**src/rtl/core/adc_window_stats_readout_assert.svh**
```systemverilog
// Assertion macros shared by the block's RTL. Clock and reset are taken from
// the scope of the module that expands them.
`ifndef ADC_WINDOW_STATS_READOUT_ASSERT_SVH
`define ADC_WINDOW_STATS_READOUT_ASSERT_SVH

// Whenever the antecedent holds, the consequent must hold in the same cycle.
`define AWSR_ASSERT_IMPL(lbl, ante, cons, msg) \
  lbl: assert property (@(posedge clk_i) disable iff (!rst_ni) (ante) |-> (cons)) \
    else $error(msg);

// Whenever the antecedent holds, the consequent must hold in the next cycle.
`define AWSR_ASSERT_NEXT(lbl, ante, cons, msg) \
  lbl: assert property (@(posedge clk_i) disable iff (!rst_ni) (ante) |=> (cons)) \
    else $error(msg);

`endif

```
**src/rtl/core/awsr_pkg.sv**
```systemverilog
package awsr_pkg;

  localparam int unsigned WindowSamples = 20;
  localparam int unsigned SampleW       = 12;
  localparam int unsigned MaxCount      = 4095;
  localparam int unsigned FullScaleMv   = 3300;
  localparam int unsigned BarMax        = 31;
  localparam int unsigned BarSpanMv     = 3000;
  localparam int unsigned BarW          = 5;
  localparam int unsigned BcdW          = 16;

  localparam int unsigned SumW = $clog2(WindowSamples * MaxCount + 1);
  localparam int unsigned CntW = $clog2(WindowSamples + 1);

  // Division by a constant is a multiplication by a rounded-up reciprocal.
  // With shift = operand bits + ceil(log2(divisor)) the quotient is exact
  // over the whole operand range.
  localparam int unsigned     AvgShift = SumW + $clog2(WindowSamples);
  localparam longint unsigned AvgMultL =
    ((64'd1 << AvgShift) + WindowSamples - 1) / WindowSamples;
  localparam int unsigned     AvgMultW = $clog2(AvgMultL + 1);
  localparam logic [AvgMultW-1:0] AvgMult = AvgMultW'(AvgMultL);

  // Millivolts: count * 3300 / 4095.
  localparam int unsigned     MvShift = SampleW + $clog2(MaxCount);
  localparam longint unsigned MvMultL =
    ((longint'(FullScaleMv) << MvShift) + MaxCount - 1) / MaxCount;
  localparam int unsigned     MvMultW = $clog2(MvMultL + 1);
  localparam logic [MvMultW-1:0] MvMult = MvMultW'(MvMultL);

  // Bar: count * 31 * 3300 / (3000 * 4095).
  localparam longint unsigned BarNum  = longint'(BarMax) * FullScaleMv;
  localparam longint unsigned BarDen  = longint'(BarSpanMv) * MaxCount;
  localparam int unsigned     BarShift = SampleW + $clog2(BarDen);
  localparam longint unsigned BarMultL = ((BarNum << BarShift) + BarDen - 1) / BarDen;
  localparam int unsigned     BarMultW = $clog2(BarMultL + 1);
  localparam logic [BarMultW-1:0] BarMult = BarMultW'(BarMultL);

  // Reciprocals for the decimal digit split of a 12-bit value.
  localparam int unsigned Div10Shift   = SampleW + $clog2(10);
  localparam int unsigned Div10Mult    = ((1 << Div10Shift) + 9) / 10;
  localparam int unsigned Div100Shift  = SampleW + $clog2(100);
  localparam int unsigned Div100Mult   = ((1 << Div100Shift) + 99) / 100;
  localparam int unsigned Div1000Shift = SampleW + $clog2(1000);
  localparam int unsigned Div1000Mult  = ((1 << Div1000Shift) + 999) / 1000;

  typedef enum logic [1:0] {
    RowMin = 2'd0,
    RowMax = 2'd1,
    RowAvg = 2'd2
  } row_kind_e;

  typedef enum logic [1:0] {
    SeqIdle,
    SeqMin,
    SeqMax,
    SeqAvg
  } seq_state_e;

  typedef struct packed {
    logic [SampleW-1:0] min_val;
    logic [SampleW-1:0] max_val;
    logic [SumW-1:0]    sum;
  } win_t;

  typedef struct packed {
    row_kind_e          kind;
    logic [SampleW-1:0] count;
    logic               last;
  } row_t;

  // Four BCD digits of a 12-bit value (below 4096), thousands in the top nibble.
  function automatic logic [BcdW-1:0] to_bcd4(input logic [SampleW-1:0] v);
    logic [31:0] q10;
    logic [31:0] q100;
    logic [31:0] q1000;
    logic [3:0]  d0;
    logic [3:0]  d1;
    logic [3:0]  d2;
    logic [3:0]  d3;
    q10   = (32'(v) * Div10Mult) >> Div10Shift;
    q100  = (32'(v) * Div100Mult) >> Div100Shift;
    q1000 = (32'(v) * Div1000Mult) >> Div1000Shift;
    d3 = q1000[3:0];
    d2 = 4'(q100 - q1000 * 32'd10);
    d1 = 4'(q10 - q100 * 32'd10);
    d0 = 4'(32'(v) - q10 * 32'd10);
    return {d3, d2, d1, d0};
  endfunction

endpackage

```
**src/rtl/core/awsr_accum.sv**
```systemverilog
module awsr_accum import awsr_pkg::*; (
  input  logic               clk_i,
  input  logic               rst_ni,
  input  logic               in_valid_i,
  input  logic [SampleW-1:0] sample_i,
  output logic               in_stall_o,
  input  logic               snap_take_i,
  output logic               snap_valid_o,
  output win_t               snap_o
);

  logic [SampleW-1:0] min_q, min_d;
  logic [SampleW-1:0] max_q, max_d;
  logic [SumW-1:0]    sum_q, sum_d;
  logic [CntW-1:0]    cnt_q, cnt_d;
  logic               snap_valid_q, snap_valid_d;
  win_t               snap_q, snap_d;

  logic               win_end;
  logic               first;
  logic               accept;
  logic [SampleW-1:0] new_min;
  logic [SampleW-1:0] new_max;
  logic [SumW-1:0]    new_sum;

  assign win_end = (cnt_q == CntW'(WindowSamples - 1));
  assign first   = (cnt_q == '0);

  // Only the closing sample of a window waits, and only while the previous
  // window's totals have not yet been picked up.
  assign in_stall_o = win_end && snap_valid_q && !snap_take_i;
  assign accept     = in_valid_i && !in_stall_o;

  assign new_min = (first || (sample_i < min_q)) ? sample_i : min_q;
  assign new_max = (first || (sample_i > max_q)) ? sample_i : max_q;
  assign new_sum = sum_q + SumW'(sample_i);

  always_comb begin
    min_d        = min_q;
    max_d        = max_q;
    sum_d        = sum_q;
    cnt_d        = cnt_q;
    snap_d       = snap_q;
    snap_valid_d = snap_valid_q && !snap_take_i;
    if (accept) begin
      if (win_end) begin
        min_d          = '0;
        max_d          = '0;
        sum_d          = '0;
        cnt_d          = '0;
        snap_d.min_val = new_min;
        snap_d.max_val = new_max;
        snap_d.sum     = new_sum;
        snap_valid_d   = 1'b1;
      end else begin
        min_d = new_min;
        max_d = new_max;
        sum_d = new_sum;
        cnt_d = cnt_q + CntW'(1);
      end
    end
  end

  always_ff @(posedge clk_i or negedge rst_ni) begin
    if (!rst_ni) begin
      min_q        <= '0;
      max_q        <= '0;
      sum_q        <= '0;
      cnt_q        <= '0;
      snap_valid_q <= 1'b0;
    end else begin
      min_q        <= min_d;
      max_q        <= max_d;
      sum_q        <= sum_d;
      cnt_q        <= cnt_d;
      snap_valid_q <= snap_valid_d;
    end
  end

  always_ff @(posedge clk_i) begin
    snap_q <= snap_d;
  end

  assign snap_valid_o = snap_valid_q;
  assign snap_o       = snap_q;

endmodule

```
**src/rtl/core/awsr_rowseq.sv**
```systemverilog
module awsr_rowseq import awsr_pkg::*; (
  input  logic clk_i,
  input  logic rst_ni,
  input  logic snap_valid_i,
  input  win_t snap_i,
  output logic snap_take_o,
  output logic row_valid_o,
  output row_t row_o,
  input  logic row_stall_i
);

  seq_state_e state_q, state_d;

  logic [SampleW-1:0] min_q;
  logic [SampleW-1:0] max_q;
  logic [SampleW-1:0] avg_q;

  logic [SumW+AvgMultW-1:0] avg_prod;
  logic                     row_ready;

  assign row_ready = !row_stall_i;

  // Average of the window: sum times the reciprocal of the window length.
  assign avg_prod = (SumW + AvgMultW)'(snap_i.sum) * (SumW + AvgMultW)'(AvgMult);

  always_comb begin
    state_d = state_q;
    unique case (state_q)
      SeqIdle: if (snap_valid_i) state_d = SeqMin;
      SeqMin:  if (row_ready) state_d = SeqMax;
      SeqMax:  if (row_ready) state_d = SeqAvg;
      SeqAvg: begin
        if (row_ready) state_d = snap_valid_i ? SeqMin : SeqIdle;
      end
      default: state_d = SeqIdle;
    endcase
  end

  always_comb begin
    snap_take_o = 1'b0;
    row_valid_o = 1'b0;
    row_o.kind  = RowMin;
    row_o.count = min_q;
    row_o.last  = 1'b0;
    unique case (state_q)
      SeqIdle: begin
        snap_take_o = snap_valid_i;
      end
      SeqMin: begin
        row_valid_o = 1'b1;
      end
      SeqMax: begin
        row_valid_o = 1'b1;
        row_o.kind  = RowMax;
        row_o.count = max_q;
      end
      SeqAvg: begin
        row_valid_o = 1'b1;
        row_o.kind  = RowAvg;
        row_o.count = avg_q;
        row_o.last  = 1'b1;
        snap_take_o = snap_valid_i && row_ready;
      end
      default: begin
        snap_take_o = 1'b0;
      end
    endcase
  end

  always_ff @(posedge clk_i or negedge rst_ni) begin
    if (!rst_ni) begin
      state_q <= SeqIdle;
    end else begin
      state_q <= state_d;
    end
  end

  always_ff @(posedge clk_i) begin
    if (snap_take_o) begin
      min_q <= snap_i.min_val;
      max_q <= snap_i.max_val;
      avg_q <= SampleW'(avg_prod >> AvgShift);
    end
  end

endmodule

```
**src/rtl/core/awsr_rowfmt.sv**
```systemverilog
module awsr_rowfmt import awsr_pkg::*; (
  input  logic               clk_i,
  input  logic               rst_ni,
  input  logic               row_valid_i,
  input  row_t               row_i,
  output logic               row_stall_o,
  output logic               out_valid_o,
  input  logic               out_stall_i,
  output logic [1:0]         row_kind_o,
  output logic [SampleW-1:0] count_value_o,
  output logic [SampleW-1:0] millivolts_o,
  output logic [BcdW-1:0]    count_bcd_o,
  output logic [BcdW-1:0]    millivolt_bcd_o,
  output logic [BarW-1:0]    bar_length_o,
  output logic               last_row_o
);

  localparam int unsigned MvProdW  = SampleW + MvMultW;
  localparam int unsigned BarProdW = SampleW + BarMultW;

  // Three stages: row latch, scaling, decimal conversion (the output register).
  logic               s1_valid_q;
  row_t               s1_row_q;
  logic               s2_valid_q;
  row_t               s2_row_q;
  logic [SampleW-1:0] s2_mv_q;
  logic [BarW-1:0]    s2_bar_q;
  logic               s3_valid_q;
  row_t               s3_row_q;
  logic [SampleW-1:0] s3_mv_q;
  logic [BarW-1:0]    s3_bar_q;
  logic [BcdW-1:0]    s3_cnt_bcd_q;
  logic [BcdW-1:0]    s3_mv_bcd_q;

  logic s1_ready;
  logic s2_ready;
  logic s3_ready;

  logic [MvProdW-1:0]  mv_prod;
  logic [BarProdW-1:0] bar_prod;
  logic [BarProdW-1:0] bar_full;
  logic [BarW-1:0]     bar_len;

  assign s3_ready    = !s3_valid_q || !out_stall_i;
  assign s2_ready    = !s2_valid_q || s3_ready;
  assign s1_ready    = !s1_valid_q || s2_ready;
  assign row_stall_o = !s1_ready;

  assign mv_prod  = MvProdW'(s1_row_q.count) * MvProdW'(MvMult);
  assign bar_prod = BarProdW'(s1_row_q.count) * BarProdW'(BarMult);
  assign bar_full = bar_prod >> BarShift;
  // Counts above the 3.0 V span saturate the bar.
  assign bar_len  = (bar_full > BarProdW'(BarMax)) ? BarW'(BarMax) : BarW'(bar_full);

  always_ff @(posedge clk_i or negedge rst_ni) begin
    if (!rst_ni) begin
      s1_valid_q <= 1'b0;
      s2_valid_q <= 1'b0;
      s3_valid_q <= 1'b0;
    end else begin
      if (s1_ready) s1_valid_q <= row_valid_i;
      if (s2_ready) s2_valid_q <= s1_valid_q;
      if (s3_ready) s3_valid_q <= s2_valid_q;
    end
  end

  always_ff @(posedge clk_i) begin
    if (s1_ready && row_valid_i) begin
      s1_row_q <= row_i;
    end
    if (s2_ready && s1_valid_q) begin
      s2_row_q <= s1_row_q;
      s2_mv_q  <= SampleW'(mv_prod >> MvShift);
      s2_bar_q <= bar_len;
    end
    if (s3_ready && s2_valid_q) begin
      s3_row_q     <= s2_row_q;
      s3_mv_q      <= s2_mv_q;
      s3_bar_q     <= s2_bar_q;
      s3_cnt_bcd_q <= to_bcd4(s2_row_q.count);
      s3_mv_bcd_q  <= to_bcd4(s2_mv_q);
    end
  end

  assign out_valid_o     = s3_valid_q;
  assign row_kind_o      = s3_row_q.kind;
  assign count_value_o   = s3_row_q.count;
  assign millivolts_o    = s3_mv_q;
  assign count_bcd_o     = s3_cnt_bcd_q;
  assign millivolt_bcd_o = s3_mv_bcd_q;
  assign bar_length_o    = s3_bar_q;
  assign last_row_o      = s3_row_q.last;

endmodule

```
**src/rtl/core/adc_window_stats_readout.sv**
```systemverilog
// Channel   Direction  Handshake                Payload
// input     in         in_valid_i/in_stall_o    sample_i
// rows      out        out_valid_o/out_stall_i  row_kind_o, count_value_o, millivolts_o,
//                                               count_bcd_o, millivolt_bcd_o,
//                                               bar_length_o, last_row_o
//
// One sample request is taken per cycle unless in_stall_o is high; the running minimum,
// maximum and sum update in the cycle of acceptance. The closing sample of a window
// starts three rows, which leave one per cycle while the rows do not stall; the first
// row passes the snapshot, sequencer, row latch, scaling and output registers. The
// closing sample of a window is held off only while the previous window's totals still
// wait for the row sequencer. Reset clears all running statistics and empties the row
// pipeline. A stall on the rows holds the output register and backs up to the input.
module adc_window_stats_readout import awsr_pkg::*; (
  input  logic               clk_i,
  input  logic               rst_ni,
  input  logic               in_valid_i,
  output logic               in_stall_o,
  input  logic [SampleW-1:0] sample_i,
  output logic               out_valid_o,
  input  logic               out_stall_i,
  output logic [1:0]         row_kind_o,
  output logic [SampleW-1:0] count_value_o,
  output logic [SampleW-1:0] millivolts_o,
  output logic [BcdW-1:0]    count_bcd_o,
  output logic [BcdW-1:0]    millivolt_bcd_o,
  output logic [BarW-1:0]    bar_length_o,
  output logic               last_row_o
);

  logic snap_valid;
  win_t snap;
  logic snap_take;
  logic row_valid;
  row_t row;
  logic row_stall;

  awsr_accum u_accum (
    .clk_i        (clk_i),
    .rst_ni       (rst_ni),
    .in_valid_i   (in_valid_i),
    .sample_i     (sample_i),
    .in_stall_o   (in_stall_o),
    .snap_take_i  (snap_take),
    .snap_valid_o (snap_valid),
    .snap_o       (snap)
  );

  awsr_rowseq u_rowseq (
    .clk_i        (clk_i),
    .rst_ni       (rst_ni),
    .snap_valid_i (snap_valid),
    .snap_i       (snap),
    .snap_take_o  (snap_take),
    .row_valid_o  (row_valid),
    .row_o        (row),
    .row_stall_i  (row_stall)
  );

  awsr_rowfmt u_rowfmt (
    .clk_i           (clk_i),
    .rst_ni          (rst_ni),
    .row_valid_i     (row_valid),
    .row_i           (row),
    .row_stall_o     (row_stall),
    .out_valid_o     (out_valid_o),
    .out_stall_i     (out_stall_i),
    .row_kind_o      (row_kind_o),
    .count_value_o   (count_value_o),
    .millivolts_o    (millivolts_o),
    .count_bcd_o     (count_bcd_o),
    .millivolt_bcd_o (millivolt_bcd_o),
    .bar_length_o    (bar_length_o),
    .last_row_o      (last_row_o)
  );

`include "adc_window_stats_readout_assert.svh"

  `AWSR_ASSERT_IMPL(a_last_on_avg, out_valid_o, last_row_o == (row_kind_o == RowAvg), "last_row does not match the average row")
  `AWSR_ASSERT_IMPL(a_mv_not_above_count, out_valid_o, millivolts_o <= count_value_o, "millivolts exceed the count")
  `AWSR_ASSERT_IMPL(a_snap_min_max, snap_valid, snap.min_val <= snap.max_val, "window minimum above maximum")
  `AWSR_ASSERT_NEXT(a_snap_kept, snap_valid && !snap_take, snap_valid, "window totals dropped before being taken")

endmodule
```
**config.mk**
```make
export PLATFORM = sky130hd
export DESIGN_NAME = adc_window_stats_readout
export DESIGN_NICKNAME = d
export VERILOG_FILES = /design/src/rtl/core/awsr_pkg.sv /design/src/rtl/core/awsr_accum.sv /design/src/rtl/core/awsr_rowseq.sv /design/src/rtl/core/awsr_rowfmt.sv /design/src/rtl/core/adc_window_stats_readout.sv
export VERILOG_INCLUDE_DIRS = /design/src /design/src/rtl/core
export SDC_FILE = /design/constraint.sdc
export NUM_CORES = 2
export LEC_CHECK = 0
export BUFFER_PORTS_ARGS = -buffer_cell sky130_fd_sc_hd__buf_4
export CAP_MARGIN = 20
export CORE_UTILIZATION = 44
export CTS_BUF_LIST = sky130_fd_sc_hd__clkbuf_16
export CTS_CLUSTER_SIZE = 25
export DETAILED_ROUTE_END_ITERATION = 10
export HOLD_SLACK_MARGIN = 0.02
export PLACE_DENSITY = 0.59
export SETUP_SLACK_MARGIN = 0.4
export SYNTH_ARGS = -nofsm -noshare
export SYNTH_HDL_FRONTEND = slang
export SYNTH_SLANG_ARGS = --single-unit
```
**constraint.sdc**
```tcl
create_clock -name clk_i -period 6.85 [get_ports clk_i]
set_input_delay 0.685 -clock clk_i [delete_from_list [all_inputs] [get_ports clk_i]]
set_output_delay 0.685 -clock clk_i [all_outputs]
set_load 0.02 [all_outputs]
```
# Yosys cells after proc, flatten, opt, wreduce, memory -nomap -nowiden
# Cells that the tools add are included.
# op_classes
mul	15
n_lt_le_gt_ge	3
add_sub_neg	8
eq_ne	8
muxes	18
reduce_logical	24
# ops
operator	count
12-bit by 13-bit multiplier with 25-bit output, second input constant	4
12-bit by 12-bit multiplier with 24-bit output, second input constant	2
12-bit 2-to-1 mux	4
12-bit by 29-bit multiplier with 41-bit output, second input constant	1
12-bit by 24-bit multiplier with 36-bit output, second input constant	1
17-bit by 16-bit multiplier with 32-bit output, second input constant	1
14-bit one-hot mux with 2 select lines	1
4-bit subtractor	6
9-bit by 3-bit multiplier with 3-bit output, second input constant	2
17-bit by 12-bit adder with 17-bit output	1
17-bit 2-to-1 mux	1
12-bit greater-than comparator	1
12-bit < comparator	1
6-bit by 3-bit multiplier with 3-bit output, second input constant	2
1-bit logical AND	8
2-bit 2-to-1 mux	4
2-bit one-hot mux with 4 select lines	1
6-bit by 5-bit greater-than comparator with 1-bit output, second input constant	1
1-bit zero test	6
3-bit by 3-bit multiplier with 3-bit output, second input constant	2
2-bit by 1-bit != test with 1-bit output, second input constant	3
5-bit by 1-bit adder with 5-bit output, second input constant	1
5-bit equality test, second input constant	1
5-bit zero test	1
11 further kinds	20
# totals
wordCells	106
regBits	238
input_bits	16
out_inout_bits	66

# Longest topological paths before layout
# depth
word_depth	11
depth_mapped	27
depth_no_buf	27

# Modules after synthesis
# Synthesis repeated with hierarchy kept, for this count alone.
# hier_totals
cells_unflattened	3027
area_unflattened_um2	33573.4
# modules_own_cells
mod	seq_area_each_um2	n_inst	cells_per_inst	area_per_inst_um2
awsr_rowfmt	3288.2	1	2077	22845.7
awsr_rowseq	1131.1	1	571	6142.1
awsr_accum	2407.3	1	379	4585.6

# Worst setup path after synthesis
# OpenSTA, ideal clock, no wires.
# synth_timing
kind	flip-flop to flip-flop
startpoint	register u_rowfmt.s2_mv_q[6]
endpoint	register u_rowfmt.s3_mv_bcd_q[7] (netlist: u_rowfmt.millivolt_bcd_o[7]) (data pin)
path_slack_ns	0.157
period_less_slack_ns	6.693
n_path_buf	0
required_ns	6.582
arrival_ns	6.426
setup_ns	0.268
path_stages_with_launch	23
path_cell_list	edfxtp_1 ha_1 inv_1 fa_1 inv_1 fa_1 fa_1 fa_1 ha_1 or3_1 a2111oi_0 a21oi_1 and2_1 o21a_1 or2_2 ha_1 fa_1 xor2_1 xnor2_1 xnor2_1 xnor2_1 xnor2_1 xnor3_1
# synth_between
elab_chain_cells	3
word_cells_on_any_way	4
cone_classes	add/sub: 1; mul: 3
# synth_lines
element	line	source
start, declared	awsr_rowfmt.sv:26	logic [SampleW-1:0] s2_mv_q;
start signal, assigned	awsr_rowfmt.sv:73	s2_mv_q <= SampleW'(mv_prod >> MvShift);
12-bit by 13-bit multiplier with 25-bit output	awsr_pkg.sv:82	q100 = (32'(v) * Div100Mult) >> Div100Shift;
6-bit by 3-bit multiplier with 3-bit output	awsr_pkg.sv:86	d1 = 4'(q10 - q100 * 32'd10);
4-bit subtractor *	awsr_pkg.sv:86	
end signal, assigned	awsr_rowfmt.sv:81	s3_mv_bcd_q <= to_bcd4(s2_mv_q);
end, declared	awsr_rowfmt.sv:33	logic [BcdW-1:0] s3_mv_bcd_q;
# Mark *: on every way between the ends. The rest lies on a longest branch, timed or not.
# A chain may end at the register's enable or synchronous reset.

# Worst setup path in the final report
# layout_timing
startpoint	register u_rowfmt.s2_row_q[7] in the netlist's numbering
endpoint	register u_rowfmt.s3_cnt_bcd_q[7] (netlist: u_rowfmt.count_bcd_o[7]) (data pin)
# layout_between
elab_chain_cells	3
word_cells_on_any_way	4
cone_classes	add/sub: 1; mul: 3
# layout_lines
element	line	source
start, declared	awsr_rowfmt.sv:25	row_t s2_row_q;
start signal, assigned	awsr_rowfmt.sv:72	s2_row_q <= s1_row_q;
12-bit by 13-bit multiplier with 25-bit output	awsr_pkg.sv:82	
6-bit by 3-bit multiplier with 3-bit output	awsr_pkg.sv:86	
4-bit subtractor *	awsr_pkg.sv:86	
end signal, assigned	awsr_rowfmt.sv:80	s3_cnt_bcd_q <= to_bcd4(s2_row_q.count);
end, declared	awsr_rowfmt.sv:32	logic [BcdW-1:0] s3_cnt_bcd_q;
# Marked as above.

==> flow_metrics.tcl <==
set metrics [dict create \
    synth_warnings 0 \
    yosysSeqAreaShare_pct 20.6 \
    ys_ff_latch 233 \
    max_freq_mhz 157 \
    grt_pass1_wl_microns 123000 \
    cts_buffer_depth 3 \
    crit_top_cell "xnor2_1" \
    slew_headroom_pct 38.0 \
    clk-insertion-delay-late_ns 0.57 \
    min_path_type "in2async" \
    critPathMaxStageDelay_ns 0.55 \
    cp.arrival_ns 6.70 \
    dpl.hpwl_microns 64600 \
    viasPerCell 5.07 \
    outcome "complete, but fails checks" \
    antenna_cells 0 \
    timing.final.ws_setup_ns 0.463 \
    synth_cell_types 73 \
    finalSetupViolCount 0 \
    layout-drive-gt1-share_pct 10.7 \
    start_kind "flip-flop" \
    die_h_microns 275 \
    routedWlPerCell_microns 18.3 \
    numPortBuffers 79 \
    die_x_microns 275 \
    antenna_found_initial 1 \
    synthFlopType "edfxtp_1" \
    netlist_area_sq_um 32700 \
    core_sq_um 73200 \
    grt_pass1_vias 22900 \
    num_io_pins 82 \
    critPathMaxFanout 8 \
    layout_common_cells "inv_1 (798), ha_1 (703), fa_1 (461)" \
    avgSynthCellArea_sq_um 11.1 \
    synthCells 2943 \
    critPathSlowestCell "fa_1" \
    r2r_cells 25 \
    clock_skew_ns 0.0129 \
    gp_congestion 0.922 \
    grt_max_degree 60 \
    clkSinkCount 233 \
    layout.nets 4355 \
    required_ns 7.17 \
    async_flop_share_pct 22.3 \
    timing.final.crit_period_ns 6.39 \
    end_kind "flip-flop" \
    drv_slew 0 \
    grt_setup_unrepaired "yes" \
    dieArea_sq_um 75400 \
    crit_type "reg2reg" \
    firstDrtPassIters 8 \
    grt-ovfl-total 0 \
    holdWs_ns 0.161 \
    drtAntennaViolNets 0 \
    clkTransAtPathRegs_ns 0.06 \
    drt-total-wl_microns 75600 \
    final_common_cell "inv_1" \
    finalHoldViolCount 0 \
    synth-edff-count 181 \
    tritoncts "done" \
    rows 99 \
    grtUsageTotal_pct 20.9 \
    num-fill-cells 6578 \
    initial_core_util_pct 44.7 \
    tns_ns 0 \
    post-route-period-util_pct 93.2 \
    syn_to_final_growth_pct 11.9 \
    vias 21000 \
    dp_slack_ns 0.176 \
    cts_buffers 28 \
    worstMarginPinSlew_ns 0.927 \
    cts_root_buffer "clkbuf_16" \
    maxCapViolations 0 \
    drc 15 \
    drtIter0Drc 724 \
    violations "DRC" \
    ctsHtreeMaxLevel 1 \
]
==> critical path: cells and delay by family, from the launching register on <==
kind / cells / cell delay [ns]
fa+ha+maj: 7 / 3.00
compound gates: 5 / 0.84
simple gates: 1 / 0.13
buf+inv: 4 / 0.49
xor+xnor: 8 / 1.22
flops: 1 / 0.45
==> layer usage <==
metal / routed length [microns] / share of wire (%) / GRT usage [%] / vias to the layer above
li1: - / - / - / 9986
met4: 1930 / 2.6 / 4.82 / 2
met1: 34200 / 45 / 28.0 / 10500
met2: 36100 / 48 / 35.7 / 382
met3: 3260 / 4.3 / 3.02 / 117
met5: 13 / 0.017 / 0 / -
==> area by class of cell <==
| class | count | area [sq um] | share of cell area (%) |
|---|---|---|---|
| multi-input combinational | 1888 | 23200 | 63.4 |
| clock inverter | 23 | 216 | 0.591 |
| clock buffer | 28 | 701 | 1.91 |
| sequential | 233 | 6740 | 18.4 |
| inverter | 803 | 3010 | 8.23 |
| timing repair buffer | 199 | 1530 | 4.18 |
| tap | 959 | 1200 | 3.28 |
==> state kept, by name (all words and copies together), names as in the netlist, 5 cells and up <==
signal	flops
u_rowseq.min_q	12
u_rowfmt.s2_bar_q	5
u_rowfmt.millivolts_o	12
u_accum.min_q	12
u_accum.cnt_q	5
u_rowfmt.count_value_o	12
u_rowfmt.s2_mv_q	12
u_rowfmt.millivolt_bcd_o	14
u_accum.snap_o	41
u_rowseq.avg_q	12
u_rowfmt.count_bcd_o	14
u_rowseq.max_q	12
u_accum.sum_q	17
u_accum.max_q	12
u_rowfmt.s2_row_q	14
u_rowfmt.s1_row_q	14
u_rowfmt.bar_length_o	5
==> metrics by stage <==
| stage | utilization [%] | area (sq um) | std cells |
|---|---|---|---|
| 5_1_grt | 50.0 | 36600 | 4133 |
| 3_5_place_dp | 47.8 | 35000 | 4030 |
| 6_report | 50.0 | 36600 | 4133 |
| 2_1_floorplan | - | 32800 | 2944 |
| 3_3_place_gp | 47.8 | 35000 | 4030 |
| 4_1_cts | 49.3 | 36100 | 4102 |
==> cell families after synthesis <==
| group | synth area share (%) |
|---|---|
| simple gates | 4.31 |
| flops | 20.6 |
| mux | 0.688 |
| buf+inv | 9.53 |
| fa+ha+maj | 56.0 |
| xor+xnor | 2.69 |
| other cells | 0.0115 |
| compound gates | 6.17 |
==> synth_stat cells, types with 10 or more instances <==
library cell	count	area, sq um
a21o_1	37	278
a21oi_1	67	335
a22o_1	33	289
a22oi_1	17	128
a31oi_1	11	68.8
clkbuf_1	10	37.5
dfrtp_1	52	1300
edfxtp_1	181	5440
fa_1	464	9290
ha_1	722	9030
inv_1	803	3010
mux2_2	20	225
nand2_1	82	308
nand3_1	25	125
nand4_1	22	138
nor2_1	62	233
nor2b_1	17	106
nor3_1	18	90.1
o211ai_1	12	90.1
o21a_1	11	82.6
o21ai_0	49	245
or2_2	10	62.6
xnor2_1	69	604
xor2_1	29	254
==> worst paths after layout <==
kind	to	startpoint	slack (ns)
worst max-delay path	u_rowfmt.count_bcd_o[7]	u_rowfmt.s2_row_q[7]	0.46
worst min-delay path	u_accum.min_q[5]	rst_ni	0.16
max in group asynchronous	u_accum.sum_q[6]	rst_ni	6.21
worst max register to register	u_rowfmt.count_bcd_o[7]	u_rowfmt.s2_row_q[7]	0.46
worst min register to register	u_rowseq.max_q[6]	u_accum.snap_o[23]	0.41
min in group clk_i	u_rowfmt.out_valid_o	out_stall_i	0.40
==> repair_timing <==
action | 4_1_cts | 5_1_grt
pin swaps | 17 | 52
setup buffers | 21 | 28
gates resized for setup | 11 | 53
setup endpoints to repair | 4 | 9
hold buffers | 0 | 0
Power is left out: the tool's default activity adds up to more than one toggle a clock period on the data nets, which glitch-free logic cannot reach.
